--- src/hdl/csem_pkg.sv ---
package csem_pkg;

   localparam int WAIT_DEPTH = 16;
   localparam int IDX_W = (WAIT_DEPTH > 1) ? $clog2(WAIT_DEPTH) : 1;
   localparam int TOTAL_W = $clog2(WAIT_DEPTH + 1);
   localparam int COUNT_W = 16;
   localparam int ID_W = 15;
   localparam int OP_W = 2;
   localparam int STATUS_W = 3;
   localparam logic [COUNT_W-1:0] COUNT_MAX = '1;

   typedef enum logic [OP_W-1:0] {
      OP_TRY  = 2'd0,
      OP_WAIT = 2'd1,
      OP_POST = 2'd2
   } opcode_type;

   typedef enum logic [STATUS_W-1:0] {
      ST_GRANTED = 3'd0,
      ST_REFUSED = 3'd1,
      ST_QUEUED  = 3'd2,
      ST_FULL    = 3'd3,
      ST_WOKEN   = 3'd4,
      ST_POSTED  = 3'd5
   } status_type;

   typedef enum logic [1:0] {
      S_IDLE,
      S_EXEC,
      S_READ,
      S_WAKE
   } fsm_type;

   typedef struct packed {
      logic capture;
      logic apply;
      logic walk_start;
      logic read_issue;
      logic wake_emit;
   } cmd_type;

   typedef struct packed {
      logic [OP_W-1:0] op;
      logic            has_waiters;
      logic            out_free;
      logic            walk_last;
   } sts_type;

endpackage

--- src/hdl/csem_req_if.sv ---
interface csem_req_if;
   logic                          valid;
   logic                          ready;
   logic [csem_pkg::OP_W-1:0]     opcode;
   logic [csem_pkg::ID_W-1:0]     requester_id;

   modport source (output valid, output opcode, output requester_id, input ready);
   modport sink (input valid, input opcode, input requester_id, output ready);
endinterface

--- src/hdl/csem_rsp_if.sv ---
interface csem_rsp_if;
   logic                          valid;
   logic                          ready;
   logic [csem_pkg::STATUS_W-1:0] status;
   logic [csem_pkg::ID_W-1:0]     woken_id;
   logic [csem_pkg::COUNT_W-1:0]  count_now;
   logic                          last;

   modport source (output valid, output status, output woken_id, output count_now,
                   output last, input ready);
   modport sink (input valid, input status, input woken_id, input count_now,
                 input last, output ready);
endinterface

--- src/hdl/csem_ctrl.sv ---
module csem_ctrl (
   input  logic              clock,
   input  logic              reset,
   input  logic              req_valid,
   output logic              req_ready,
   input  csem_pkg::sts_type sts,
   output csem_pkg::cmd_type cmd
);

   csem_pkg::fsm_type state_ff;
   csem_pkg::fsm_type state_in;

   always_ff @(posedge clock) begin
      if (reset) begin
         state_ff <= csem_pkg::S_IDLE;
      end else begin
         state_ff <= state_in;
      end
   end

   always_comb begin
      state_in = state_ff;
      cmd = '0;
      req_ready = 1'b0;
      case (state_ff)
         csem_pkg::S_IDLE: begin
            req_ready = 1'b1;
            if (req_valid) begin
               cmd.capture = 1'b1;
               state_in = csem_pkg::S_EXEC;
            end
         end
         csem_pkg::S_EXEC: begin
            case (sts.op)
               csem_pkg::OP_TRY, csem_pkg::OP_WAIT: begin
                  if (sts.out_free) begin
                     cmd.apply = 1'b1;
                     state_in = csem_pkg::S_IDLE;
                  end
               end
               csem_pkg::OP_POST: begin
                  if (sts.has_waiters) begin
                     cmd.walk_start = 1'b1;
                     state_in = csem_pkg::S_READ;
                  end else if (sts.out_free) begin
                     cmd.apply = 1'b1;
                     state_in = csem_pkg::S_IDLE;
                  end
               end
               default: begin
                  state_in = csem_pkg::S_IDLE;
               end
            endcase
         end
         csem_pkg::S_READ: begin
            cmd.read_issue = 1'b1;
            state_in = csem_pkg::S_WAKE;
         end
         csem_pkg::S_WAKE: begin
            if (sts.out_free) begin
               cmd.wake_emit = 1'b1;
               state_in = sts.walk_last ? csem_pkg::S_IDLE : csem_pkg::S_READ;
            end
         end
         default: begin
            state_in = csem_pkg::S_IDLE;
         end
      endcase
   end

endmodule

--- src/hdl/csem_dp.sv ---
module csem_dp (
   input  logic                            clock,
   input  logic                            reset,
   input  csem_pkg::cmd_type               cmd,
   output csem_pkg::sts_type               sts,
   input  logic                            csr_write_enable,
   input  logic [csem_pkg::COUNT_W-1:0]    csr_write_data,
   input  logic [csem_pkg::OP_W-1:0]       req_opcode,
   input  logic [csem_pkg::ID_W-1:0]       req_requester_id,
   output logic                            rsp_valid,
   input  logic                            rsp_ready,
   output logic [csem_pkg::STATUS_W-1:0]   rsp_status,
   output logic [csem_pkg::ID_W-1:0]       rsp_woken_id,
   output logic [csem_pkg::COUNT_W-1:0]    rsp_count_now,
   output logic                            rsp_last
);

   logic [csem_pkg::ID_W-1:0]     wait_mem [csem_pkg::WAIT_DEPTH];
   logic [csem_pkg::ID_W-1:0]     rd_data_ff;

   logic [csem_pkg::OP_W-1:0]     op_ff;
   logic [csem_pkg::ID_W-1:0]     id_ff;
   logic [csem_pkg::COUNT_W-1:0]  count_ff, count_in;
   logic [csem_pkg::TOTAL_W-1:0]  total_ff, total_in;
   logic [csem_pkg::IDX_W-1:0]    idx_ff, idx_in;

   logic                          valid_ff, valid_in;
   logic [csem_pkg::STATUS_W-1:0] status_ff, status_in;
   logic [csem_pkg::ID_W-1:0]     woken_ff, woken_in;
   logic [csem_pkg::COUNT_W-1:0]  count_now_ff, count_now_in;
   logic                          last_ff, last_in;

   logic                          mem_we;
   logic                          walk_last;
   logic [csem_pkg::COUNT_W-1:0]  count_inc;

   assign count_inc = (count_ff == csem_pkg::COUNT_MAX) ? count_ff
                                                        : count_ff + csem_pkg::COUNT_W'(1);
   assign walk_last = (csem_pkg::TOTAL_W'(idx_ff) + csem_pkg::TOTAL_W'(1)) == total_ff;

   assign sts.op = op_ff;
   assign sts.has_waiters = (total_ff != '0);
   assign sts.out_free = !valid_ff || rsp_ready;
   assign sts.walk_last = walk_last;

   always_comb begin
      count_in = count_ff;
      total_in = total_ff;
      idx_in = idx_ff;
      mem_we = 1'b0;
      valid_in = valid_ff && !rsp_ready;
      status_in = status_ff;
      woken_in = woken_ff;
      count_now_in = count_now_ff;
      last_in = last_ff;

      if (csr_write_enable) begin
         count_in = csr_write_data;
         total_in = '0;
      end

      if (cmd.apply) begin
         valid_in = 1'b1;
         woken_in = '0;
         last_in = 1'b1;
         case (op_ff)
            csem_pkg::OP_TRY: begin
               if (count_ff != '0) begin
                  count_in = count_ff - csem_pkg::COUNT_W'(1);
                  status_in = csem_pkg::ST_GRANTED;
               end else begin
                  status_in = csem_pkg::ST_REFUSED;
               end
            end
            csem_pkg::OP_WAIT: begin
               if (count_ff != '0) begin
                  count_in = count_ff - csem_pkg::COUNT_W'(1);
                  status_in = csem_pkg::ST_GRANTED;
               end else if (total_ff == csem_pkg::TOTAL_W'(csem_pkg::WAIT_DEPTH)) begin
                  status_in = csem_pkg::ST_FULL;
               end else begin
                  mem_we = 1'b1;
                  total_in = total_ff + csem_pkg::TOTAL_W'(1);
                  status_in = csem_pkg::ST_QUEUED;
               end
            end
            default: begin
               count_in = count_inc;
               status_in = csem_pkg::ST_POSTED;
            end
         endcase
         count_now_in = count_in;
      end

      if (cmd.walk_start) begin
         count_in = count_inc;
         idx_in = '0;
      end

      if (cmd.wake_emit) begin
         valid_in = 1'b1;
         status_in = csem_pkg::ST_WOKEN;
         woken_in = rd_data_ff;
         count_now_in = count_ff;
         last_in = walk_last;
         idx_in = idx_ff + csem_pkg::IDX_W'(1);
         if (walk_last) begin
            total_in = '0;
         end
      end
   end

   always_ff @(posedge clock) begin
      if (reset) begin
         count_ff <= '0;
         total_ff <= '0;
         valid_ff <= 1'b0;
      end else begin
         count_ff <= count_in;
         total_ff <= total_in;
         valid_ff <= valid_in;
      end
   end

   always_ff @(posedge clock) begin
      idx_ff <= idx_in;
      status_ff <= status_in;
      woken_ff <= woken_in;
      count_now_ff <= count_now_in;
      last_ff <= last_in;
      if (cmd.capture) begin
         op_ff <= req_opcode;
         id_ff <= req_requester_id;
      end
   end

   always_ff @(posedge clock) begin
      if (mem_we) begin
         wait_mem[total_ff[csem_pkg::IDX_W-1:0]] <= id_ff;
      end
      if (cmd.read_issue) begin
         rd_data_ff <= wait_mem[idx_ff];
      end
   end

   assign rsp_valid = valid_ff;
   assign rsp_status = status_ff;
   assign rsp_woken_id = woken_ff;
   assign rsp_count_now = count_now_ff;
   assign rsp_last = last_ff;

endmodule

--- src/hdl/counting_semaphore_wait_list_core.sv ---
// Counting semaphore with a wait list of up to WAIT_DEPTH requester ids.
// Requests arrive on req with an opcode (try, wait, post) and a requester id.
// Results leave on rsp with a status, a woken id, the count after the request
// and a last flag that marks the final result of each request.
// A try or a wait gives one result; a post gives one wake result per queued
// requester in arrival order, or a single posted result when none are queued.
// Opcode 3 is dropped and gives no result.
// The block handles one request at a time. A try, a wait or a post without
// waiters is accepted, executed once the result register is free, and its
// result is registered onto rsp; the next request is taken once it executes.
// A post with waiters reads then wakes each waiter in turn, via the one read port.
// The result register frees the input side: the next request is accepted
// while a result waits, and execution pauses only when a new result would
// overwrite one that the receiver has not yet taken.
// Writing csr_write_data loads the count and empties the wait list; the user
// must do it only while the block is idle, which the block does not enforce.
// Reset clears the count, empties the list and drops any pending result.
module counting_semaphore_wait_list_core (
   input  logic                         clock,
   input  logic                         reset,
   input  logic                         csr_write_enable,
   input  logic [csem_pkg::COUNT_W-1:0] csr_write_data,
   csem_req_if.sink                     req,
   csem_rsp_if.source                   rsp
);

   csem_pkg::cmd_type cmd;
   csem_pkg::sts_type sts;
   logic              req_ready;

   assign req.ready = req_ready;

   csem_ctrl u_ctrl (
      .clock     (clock),
      .reset     (reset),
      .req_valid (req.valid),
      .req_ready (req_ready),
      .sts       (sts),
      .cmd       (cmd)
   );

   csem_dp u_dp (
      .clock            (clock),
      .reset            (reset),
      .cmd              (cmd),
      .sts              (sts),
      .csr_write_enable (csr_write_enable),
      .csr_write_data   (csr_write_data),
      .req_opcode       (req.opcode),
      .req_requester_id (req.requester_id),
      .rsp_valid        (rsp.valid),
      .rsp_ready        (rsp.ready),
      .rsp_status       (rsp.status),
      .rsp_woken_id     (rsp.woken_id),
      .rsp_count_now    (rsp.count_now),
      .rsp_last         (rsp.last)
   );

   a_one_request: assert property (@(posedge clock) disable iff (reset)
      (req.valid && req_ready) |=> !req_ready)
      else $error("A request was accepted while another was in progress.");

   a_apply_free: assert property (@(posedge clock) disable iff (reset)
      cmd.apply |-> sts.out_free)
      else $error("A result overwrote one that was not taken.");

   a_wake_free: assert property (@(posedge clock) disable iff (reset)
      cmd.wake_emit |-> sts.out_free)
      else $error("A wake result overwrote one that was not taken.");

   a_one_cmd: assert property (@(posedge clock) disable iff (reset)
      $onehot0({cmd.capture, cmd.apply, cmd.walk_start, cmd.read_issue, cmd.wake_emit}))
      else $error("More than one datapath command was issued in a cycle.");

   a_wake_follows_read: assert property (@(posedge clock) disable iff (reset)
      cmd.wake_emit |-> sts.has_waiters)
      else $error("A wake was emitted with an empty wait list.");

endmodule
--- src/flat_wrapper.sv ---
// flat-port wrapper written by rule: the top's interface ports become plain ports
module counting_semaphore_wait_list_core_flat 
  (clock, reset, csr_write_enable, csr_write_data, req_valid, req_opcode, req_requester_id, req_ready, rsp_valid, rsp_status, rsp_woken_id, rsp_count_now, rsp_last, rsp_ready);
  csem_req_if req_i ();
  csem_rsp_if rsp_i ();
  input  logic clock;
  input  logic reset;
  input  logic csr_write_enable;
  input  logic [csem_pkg::COUNT_W-1:0] csr_write_data;
  input wire logic [$bits(req_i.valid)-1:0] req_valid;
  input wire logic [$bits(req_i.opcode)-1:0] req_opcode;
  input wire logic [$bits(req_i.requester_id)-1:0] req_requester_id;
  output wire logic [$bits(req_i.ready)-1:0] req_ready;
  output wire logic [$bits(rsp_i.valid)-1:0] rsp_valid;
  output wire logic [$bits(rsp_i.status)-1:0] rsp_status;
  output wire logic [$bits(rsp_i.woken_id)-1:0] rsp_woken_id;
  output wire logic [$bits(rsp_i.count_now)-1:0] rsp_count_now;
  output wire logic [$bits(rsp_i.last)-1:0] rsp_last;
  input wire logic [$bits(rsp_i.ready)-1:0] rsp_ready;
  assign req_i.valid = req_valid;
  assign req_i.opcode = req_opcode;
  assign req_i.requester_id = req_requester_id;
  assign req_ready = req_i.ready;
  assign rsp_valid = rsp_i.valid;
  assign rsp_status = rsp_i.status;
  assign rsp_woken_id = rsp_i.woken_id;
  assign rsp_count_now = rsp_i.count_now;
  assign rsp_last = rsp_i.last;
  assign rsp_i.ready = rsp_ready;
  counting_semaphore_wait_list_core u_core (.clock(clock), .reset(reset), .csr_write_enable(csr_write_enable), .csr_write_data(csr_write_data), .req(req_i), .rsp(rsp_i));
endmodule
--- config.mk ---
export PLATFORM = sky130hd
export DESIGN_NAME = counting_semaphore_wait_list_core_flat
export DESIGN_NICKNAME = d
export VERILOG_FILES = /design/src/hdl/csem_pkg.sv /design/src/hdl/csem_req_if.sv /design/src/hdl/csem_rsp_if.sv /design/src/hdl/csem_ctrl.sv /design/src/hdl/csem_dp.sv /design/src/hdl/counting_semaphore_wait_list_core.sv /design/src/flat_wrapper.sv
export SDC_FILE = /design/constraint.sdc
export NUM_CORES = 1
export LEC_CHECK = 0
export ABC_CLOCK_PERIOD_IN_PS = 3110
export BUFFER_PORTS_ARGS = -buffer_cell sky130_fd_sc_hd__buf_2
export CELL_PAD_IN_SITES_DETAIL_PLACEMENT = 0
export CELL_PAD_IN_SITES_GLOBAL_PLACEMENT = 1
export CORE_ASPECT_RATIO = 0.6
export CORE_MARGIN = 3
export CORE_UTILIZATION = 47
export DETAILED_ROUTE_END_ITERATION = 10
export PLACE_DENSITY = 0.83
export SLEW_MARGIN = 30
export SYNTH_ARGS = -nofsm -noshare
export SYNTH_HDL_FRONTEND = slang
export SYNTH_SLANG_ARGS = --single-unit
--- constraint.sdc ---
create_clock -name clock -period 3.11 [get_ports clock]
set_input_delay 0.622 -clock clock [delete_from_list [all_inputs] [get_ports clock]]
set_output_delay 0.622 -clock clock [all_outputs]
set_load 0.01 [all_outputs]
### Word level (Yosys, flattened, before mapping)

Memory sizes are Yosys's and may differ from the RTL's. A register that Yosys moved wholly into a read port is not among the register bits.
Cells that the tools add are included.
W data, S select, Z words.

| storage, ports and cells | value |
|---|---|
| logic and storage cells | 90 |
| register bits | 80 |
| memories | 1 |
| input bits | 38 |
| RAM bits | 240 |
| output and inout bits | 37 |

Memories:

| memory | words | bits a word | rd ports | clocked after memory_dff | wr ports | line | RTL |
|---|---|---|---|---|---|---|---|
| u_core.u_dp.wait_mem | 16 | 15 | 1 | 1 | 1 | csem_dp.sv:18 | `logic [csem_pkg::ID_W-1:0] wait_mem [csem_pkg::WAIT_DEPTH];` |

| operators by class | value |
|---|---|
| reduce and logical (&&, ||, !) cells | 12 |
| $add $sub $neg | 5 |
| eq/ne operators | 10 |
| multiplexer cells | 51 |

Operators with widths:

| operator | count |
|---|---|
| $mux W16 | 8 |
| $mux W5 | 7 |
| $mux W15 | 2 |
| $mux W1 | 21 |
| $add A16 B1 Y16 const B | 1 |
| $eq A16 B16 Y1 const B | 1 |
| $reduce_bool A16 Y1 | 1 |
| $sub A16 B1 Y16 const B | 1 |
| $mux W2 | 7 |
| $mux W4 | 2 |
| $pmux W2 S4 | 1 |
| $eq A2 B2 Y1 const B | 3 |
| $pmux W3 S2 | 1 |
| $add A4 B1 Y5 const B | 1 |
| $add A5 B1 Y5 const B | 1 |
| $eq A5 B5 Y1 | 1 |
| $eq A5 B5 Y1 const B | 1 |
| $reduce_bool A5 Y1 | 1 |
| $add A4 B1 Y4 const B | 1 |
| $eq A2 B1 Y1 const B | 2 |
| $logic_not A2 Y1 | 2 |
| $pmux W2 S2 | 1 |
| $reduce_bool A2 Y1 | 2 |
| $logic_not A1 Y1 | 2 |
| 7 further kinds | 7 |

### Longest topological paths before layout

| depth | value |
|---|---|
| word-level depth | 9 |
| mapped depth | 11 |
| gate-level depth less buffers | 8 |

### By module

Synthesis repeated with hierarchy kept, for this count alone.

| unflattened totals | value |
|---|---|
| cell total of the unflattened synthesis | 882 |
| area, all modules | 14382.5 µm² |

Modules (own cells, without submodules):

| module | area each (µm²) | cells an instance | seq. area each (µm²) | times used |
|---|---|---|---|---|
| csem_dp | 14239.9 | 863 | 9749.4 | 1 |
| csem_ctrl | 142.6 | 19 | 40.0 | 1 |

### Least setup slack after synthesis

Ideal clock, no wire load.

| timing path | value |
|---|---|
| path kind | reg-to-reg |
| from | reg u_core.u_dp.total_ff[0] (netlist name) |
| to | mem u_core.u_dp.wait_mem[0][0] (netlist name) (enable) |
| arrival | 2.986 ns |
| period minus slack after synthesis | 3.392 ns |
| path buffers | 2 |
| library setup time | 0.406 ns |
| path slack | -0.282 ns |
| cell stages (with the launch flop) | 8 |
| data required time | 2.704 ns |
| cell sequence | dfxtp_1 inv_1 ha_1 or4b_1 buf_2 a2111o_1 buf_2 nor3_1 |

| between the ends | value |
|---|---|
| cells in the longest elaborated chain, start to end | 7 |
| elaborated cells between the ends (all ways) | 11 |
| those cells by class | eq/ne (1); mux (9); reduce/logical (1) |

RTL lines:

| element | line | RTL |
|---|---|---|
| start: declaration | csem_dp.sv:24 | `logic [csem_pkg::TOTAL_W-1:0] total_ff, total_in;` |
| start signal: assignment | csem_dp.sv:120 | `total_ff <= total_in;` |
| $reduce_bool A5 Y1 or $eq A5 B5 Y1 (tied branches) | csem_dp.sv:42, csem_dp.sv:79 |  |
| $mux W1, on equally long branches | csem_ctrl.sv:42, csem_dp.sv:79 |  |
| $pmux W1 S2 or $mux W1 (tied branches) | csem_ctrl.sv:34, csem_dp.sv:76 |  |
| $mux W2 or $mux W1 (tied branches) | csem_ctrl.sv:25, csem_dp.sv:66 |  |
| $mux W1 | csem_dp.sv:62 | `if (cmd.apply) begin` |
| $mux W1 | csem_dp.sv:138 | `if (mem_we) begin` |
| $mux W1 (not written as such) | csem_dp.sv:139 | `wait_mem[total_ff[csem_pkg::IDX_W-1:0]] <= id_ff;` |
| end: declaration | csem_dp.sv:18 |  |

Parallel ways exist; a longest one is shown, timed or not.

### Final worst setup path

| timing path | value |
|---|---|
| from | reg u_core.u_dp.total_ff[0] (netlist name) |
| to | mem u_core.u_dp.wait_mem[0][10] (netlist name) (enable) |

Same word-level chain as after synthesis.

==> results.txt <==
The number of nets at the end of the flow was 1041. The total number of vias is 8678, and the wire length per cell after detailed routing is 25.0 um. Final HPWL from detailed placement: 23.2 mm. After global routing the overflow that remains totals 0. The leakage power figure was 0.00564 uW. STA classifies the critical path startpoint as a flop.

The top metal layer carrying routed signals is met5. The count of buffers inserted at the top-level ports works out to 74. In this run, the combinational gates consume 7.0% of the power.

The tools report the gate count of the mapped netlist as 891. The netlist uses 62 different library cells. Using the TritonRoute via totals, the vias-per-cell ratio works out to 6.13. The tools report the largest vdd supply drop as 0.000525 V. The number of hold buffers added after CTS was 0. Power spread over the standard cell area amounts to 575 nW/um^2.

The clock network accounts for 38.8% of the total power. The wire length of the first global-routing pass was 53.2 mm. Per report_power, the sequential group accounts for 54.2% of the total. The remaining antenna violation count came out at 0. The clock latency at the later pin of the worst-skew pair is 0.57 ns. In the post-synthesis netlist, the biggest area contributors are sky130_fd_sc_hd__edfxtp_1 65%, sky130_fd_sc_hd__mux4_2 12%, sky130_fd_sc_hd__dfxtp_1 3.8%. From synthesis to final layout, the design area changed by 15.7%.

TritonCTS built the clock tree. The worst setup path is captured at a flop. The run gives 0 as the count of final setup violators.

Minimum clock period: 2.88 ns. For this run, design rule violations remaining after detail routing come to 0. Data arrives at the worst endpoint at 3.15 ns.

For the total number of H-tree levels, the log shows 1. For this run, the number of Yosys warnings is 0. The top fanout value on the critical path is 15. For this run, the leading register cell type out of synthesis is sky130_fd_sc_hd__edfxtp_1. The multi-input combinational cells in the finished layout cover a total of 4240 sq um. Each instance of the synthesized netlist takes up on average 16.1 sq um. Counting the buffers created by CTS gives 30. The share of post-route cells with drive strength above 1 works out to 27.5%.

The tools report the max-slew violation total from the final report as 0. The count of TritonRoute iterations in the first routing pass was 6. The internal power of the cells totals 7350 uW. The top-level I/O count came out at 75. The tool flagged a number of max-cap violations equal to 0. The synthesized flop and latch total is 335, and the combined flip-flop and latch cell area is 9790 sq um. The cell taking the most area after synthesis is sky130_fd_sc_hd__edfxtp_1. For this configuration, the core starts out at a cell density of 48.8%. Routability-driven placement finished with a final weighted congestion of 0.911. The clock-pin slew of the registers on the worst-case setup and hold paths was 0.07 ns; the die area was 32700 sq um. The worst setup path is of the reg2reg kind.

The total core area is 29400 sq um. Net switching is 22.8% of the power. Counting flops with an async set or reset pin after synthesis yields a share of 0%. The clock drives 335 sinks. For the power after layout, the log shows 9520 uW. The run gives 2 as the initial antenna violation count. The number of nets handed over by synthesis was 937.

The floorplan step set the die width to 231 um. Final hold analysis gives a worst-case slack of 0.228 ns. The transition time at the pin with the least slew margin is 0.778 ns, and the number of fillers in the final layout is 2219. The run gives 2170 uW as the switching power. The run gives 0 as the final-report hold violation count. Measured against its own limit, the worst slew margin works out to 48.1%. The detailed router put a total of 15.9 mm of wire on met1.

The worst min-delay path class was in2reg. The tree is rooted in a sky130_fd_sc_hd__clkbuf_16. The DRC violation total after the first TritonRoute iteration is 1155, and the floorplan die height is 141 um. STA puts the critical path data required time at 3.38 ns.

The worst clock skew on the final layout came out at 0.0126 ns. Of the post-synthesis cell area, the dominant cell type holds 64.6%. The post-synthesis sequential area ratio was 68.4%; the via count of the first global-routing pass was 8267. For this run, the top clock speed supported by timing is 347 MHz. Entering global routing, the biggest net connects 37 pins. Number of placement rows: 48. Across every metal layer, demand over resource in global routing totals 21.9%. The setup TNS after final layout was 0 ns; the routed wire length was 35.3 mm. The run finished with clean final reports. The run gives 14300 sq um as the post-synthesis instance area.

Summed over all nets, wire length on met3 after detailed routing comes to 3.73 mm. In this run, synthesis inferred 308 flip-flops with an integrated enable. Counting along the longest clock path gives a buffer depth of 3. Wire segments on met2 add up to 15.0 mm in the final route. The portion of the clock cycle consumed by the worst path in the final layout works out to 92.7%.

Setup repair after global routing left no endpoint under its margin. The run gives 0 as the number of diodes added for antenna fixing.
-- repair_timing --
action	4_1_cts	5_1_grt
setup endpoints to repair	0	3
buffers inserted	0	0
gates resized for setup	0	1
-- cell type report --
cell class | instances | share of cell area (%)
multi-input combinational | 481 | 25.6
timing repair buffer | 138 | 6.12
clock inverter | 18 | 1.17
clock buffer | 34 | 4.75
sequential | 335 | 59.1
tap | 400 | 3.02
inverter | 9 | 0.204
-- power groups by stage --
stage	Combinational, uW	Sequential, uW	Clock [uW]
after floorplan	435	5180	0
after global placement	651	5240	0
after detailed placement	650	5250	0
after CTS	654	5150	3770
after global routing	724	5170	3960
final	669	5160	3700
-- through the flow --
stage	area (sq um)	worst slack, ns	std cells	util (%)
2_1_floorplan	14300	0.129	891	-
3_3_place_gp	15600	0.285	1363	53.0
3_5_place_dp	15600	0.198	1363	53.0
4_1_cts	16600	0.193	1415	56.4
5_1_grt	16600	0.0370	1415	56.4
6_report	16600	0.226	1415	56.4
-- logic make-up after synthesis --
| logic type | after synthesis | share of synthesized area, % |
|---|---|---|
| flip-flops | 335 | 68.4 |
| AND/OR/NAND/NOR | 222 | 8.23 |
| AO/OA/AOI/OAI | 140 | 6.39 |
| multiplexers | 97 | 13.4 |
| buffers and inverters | 75 | 2.06 |
| XOR/XNOR | 14 | 0.856 |
| adder cells (fa/ha/maj) | 8 | 0.699 |
-- layer usage --
layer / global-route usage (%) / up-vias
met1: 35.6 / 4352
met4: 4.40 / 2
li1: - / 3777
met3: 4.56 / 49
met2: 30.7 / 498
met5: 0 / -
-- critical path, cell delays in order, from the launching register on --
cell and delay [ns]:
sky130_fd_sc_hd__dfxtp_1 0.37, sky130_fd_sc_hd__inv_1 0.15, sky130_fd_sc_hd__ha_1 0.26, sky130_fd_sc_hd__or4b_1 0.62, sky130_fd_sc_hd__a2111o_2 0.68, sky130_fd_sc_hd__nor3_2 0.29
sky130_fd_sc_hd__buf_12 0.21
-- cell usage in the layout, fill, tap and decap left out, types with 8 or more instances in the layout --
cell / count
sky130_fd_sc_hd__clkbuf_16: 31
sky130_fd_sc_hd__nor3_1: 18
sky130_fd_sc_hd__and2_1: 28
sky130_fd_sc_hd__nor2_1: 39
sky130_fd_sc_hd__nand3_1: 14
sky130_fd_sc_hd__nor4_1: 12
sky130_fd_sc_hd__a211oi_1: 8
sky130_fd_sc_hd__xnor2_1: 9
sky130_fd_sc_hd__nand2_1: 51
sky130_fd_sc_hd__mux2i_1: 15
sky130_fd_sc_hd__dfxtp_1: 27
sky130_fd_sc_hd__a21oi_1: 41
sky130_fd_sc_hd__mux4_2: 75
sky130_fd_sc_hd__buf_2: 74
sky130_fd_sc_hd__buf_4: 51
sky130_fd_sc_hd__buf_12: 13
sky130_fd_sc_hd__nand4_1: 12
sky130_fd_sc_hd__ha_1: 8
sky130_fd_sc_hd__o21ai_0: 35
sky130_fd_sc_hd__and3_1: 15
sky130_fd_sc_hd__edfxtp_1: 308
sky130_fd_sc_hd__inv_1: 9
-- sequential cells by signal (all words and copies together) (netlist names) --
| register | flops |
|---|---|
| u_core.u_dp.rsp_valid | 1 |
| u_core.u_dp.rsp_woken_id | 15 |
| u_core.u_dp.id_ff | 15 |
| u_core.u_dp.op_ff | 2 |
| u_core.u_dp.rsp_status | 3 |
| u_core.u_ctrl.state_ff | 2 |
| u_core.u_dp.rsp_last | 1 |
| u_core.u_dp.rsp_count_now | 16 |
| u_core.u_dp.count_ff | 16 |
| u_core.u_dp.wait_mem | 240 |
| u_core.u_dp.total_ff | 5 |
| u_core.u_dp.rd_data_ff | 15 |
| u_core.u_dp.idx_ff | 4 |
-- synthesized netlist by cell type, drive strengths merged, types with 7 or more instances --
master,n
and4,7
ha,8
xnor2,9
and3,15
o21ai,37
edfxtp,308
dfxtp,27
mux4,75
clkbuf,49
a21oi,41
mux2,7
nand3,14
mux2i,15
inv,9
nor4,12
buf,17
nand2,52
and2,28
nor2,42
nor3,19
nand4,12
a211oi,8
-- path summary, 6_finish.rpt --
| check | slack, ns | endpoint | depth (start not counted) | start |
|---|---|---|---|---|
| max | 0.23 | u_core.u_dp.wait_mem[0][10] | 6 | u_core.u_dp.total_ff[0] |
| min | 0.23 | u_core.u_dp.id_ff[6] | 1 | req_requester_id[6] |
| max reg2reg | 0.23 | u_core.u_dp.wait_mem[0][10] | 6 | u_core.u_dp.total_ff[0] |
| min reg2reg | 0.49 | u_core.u_dp.rsp_status[1] | 2 | u_core.u_dp.rsp_status[1] |
(Power assumes the default switching activity.)
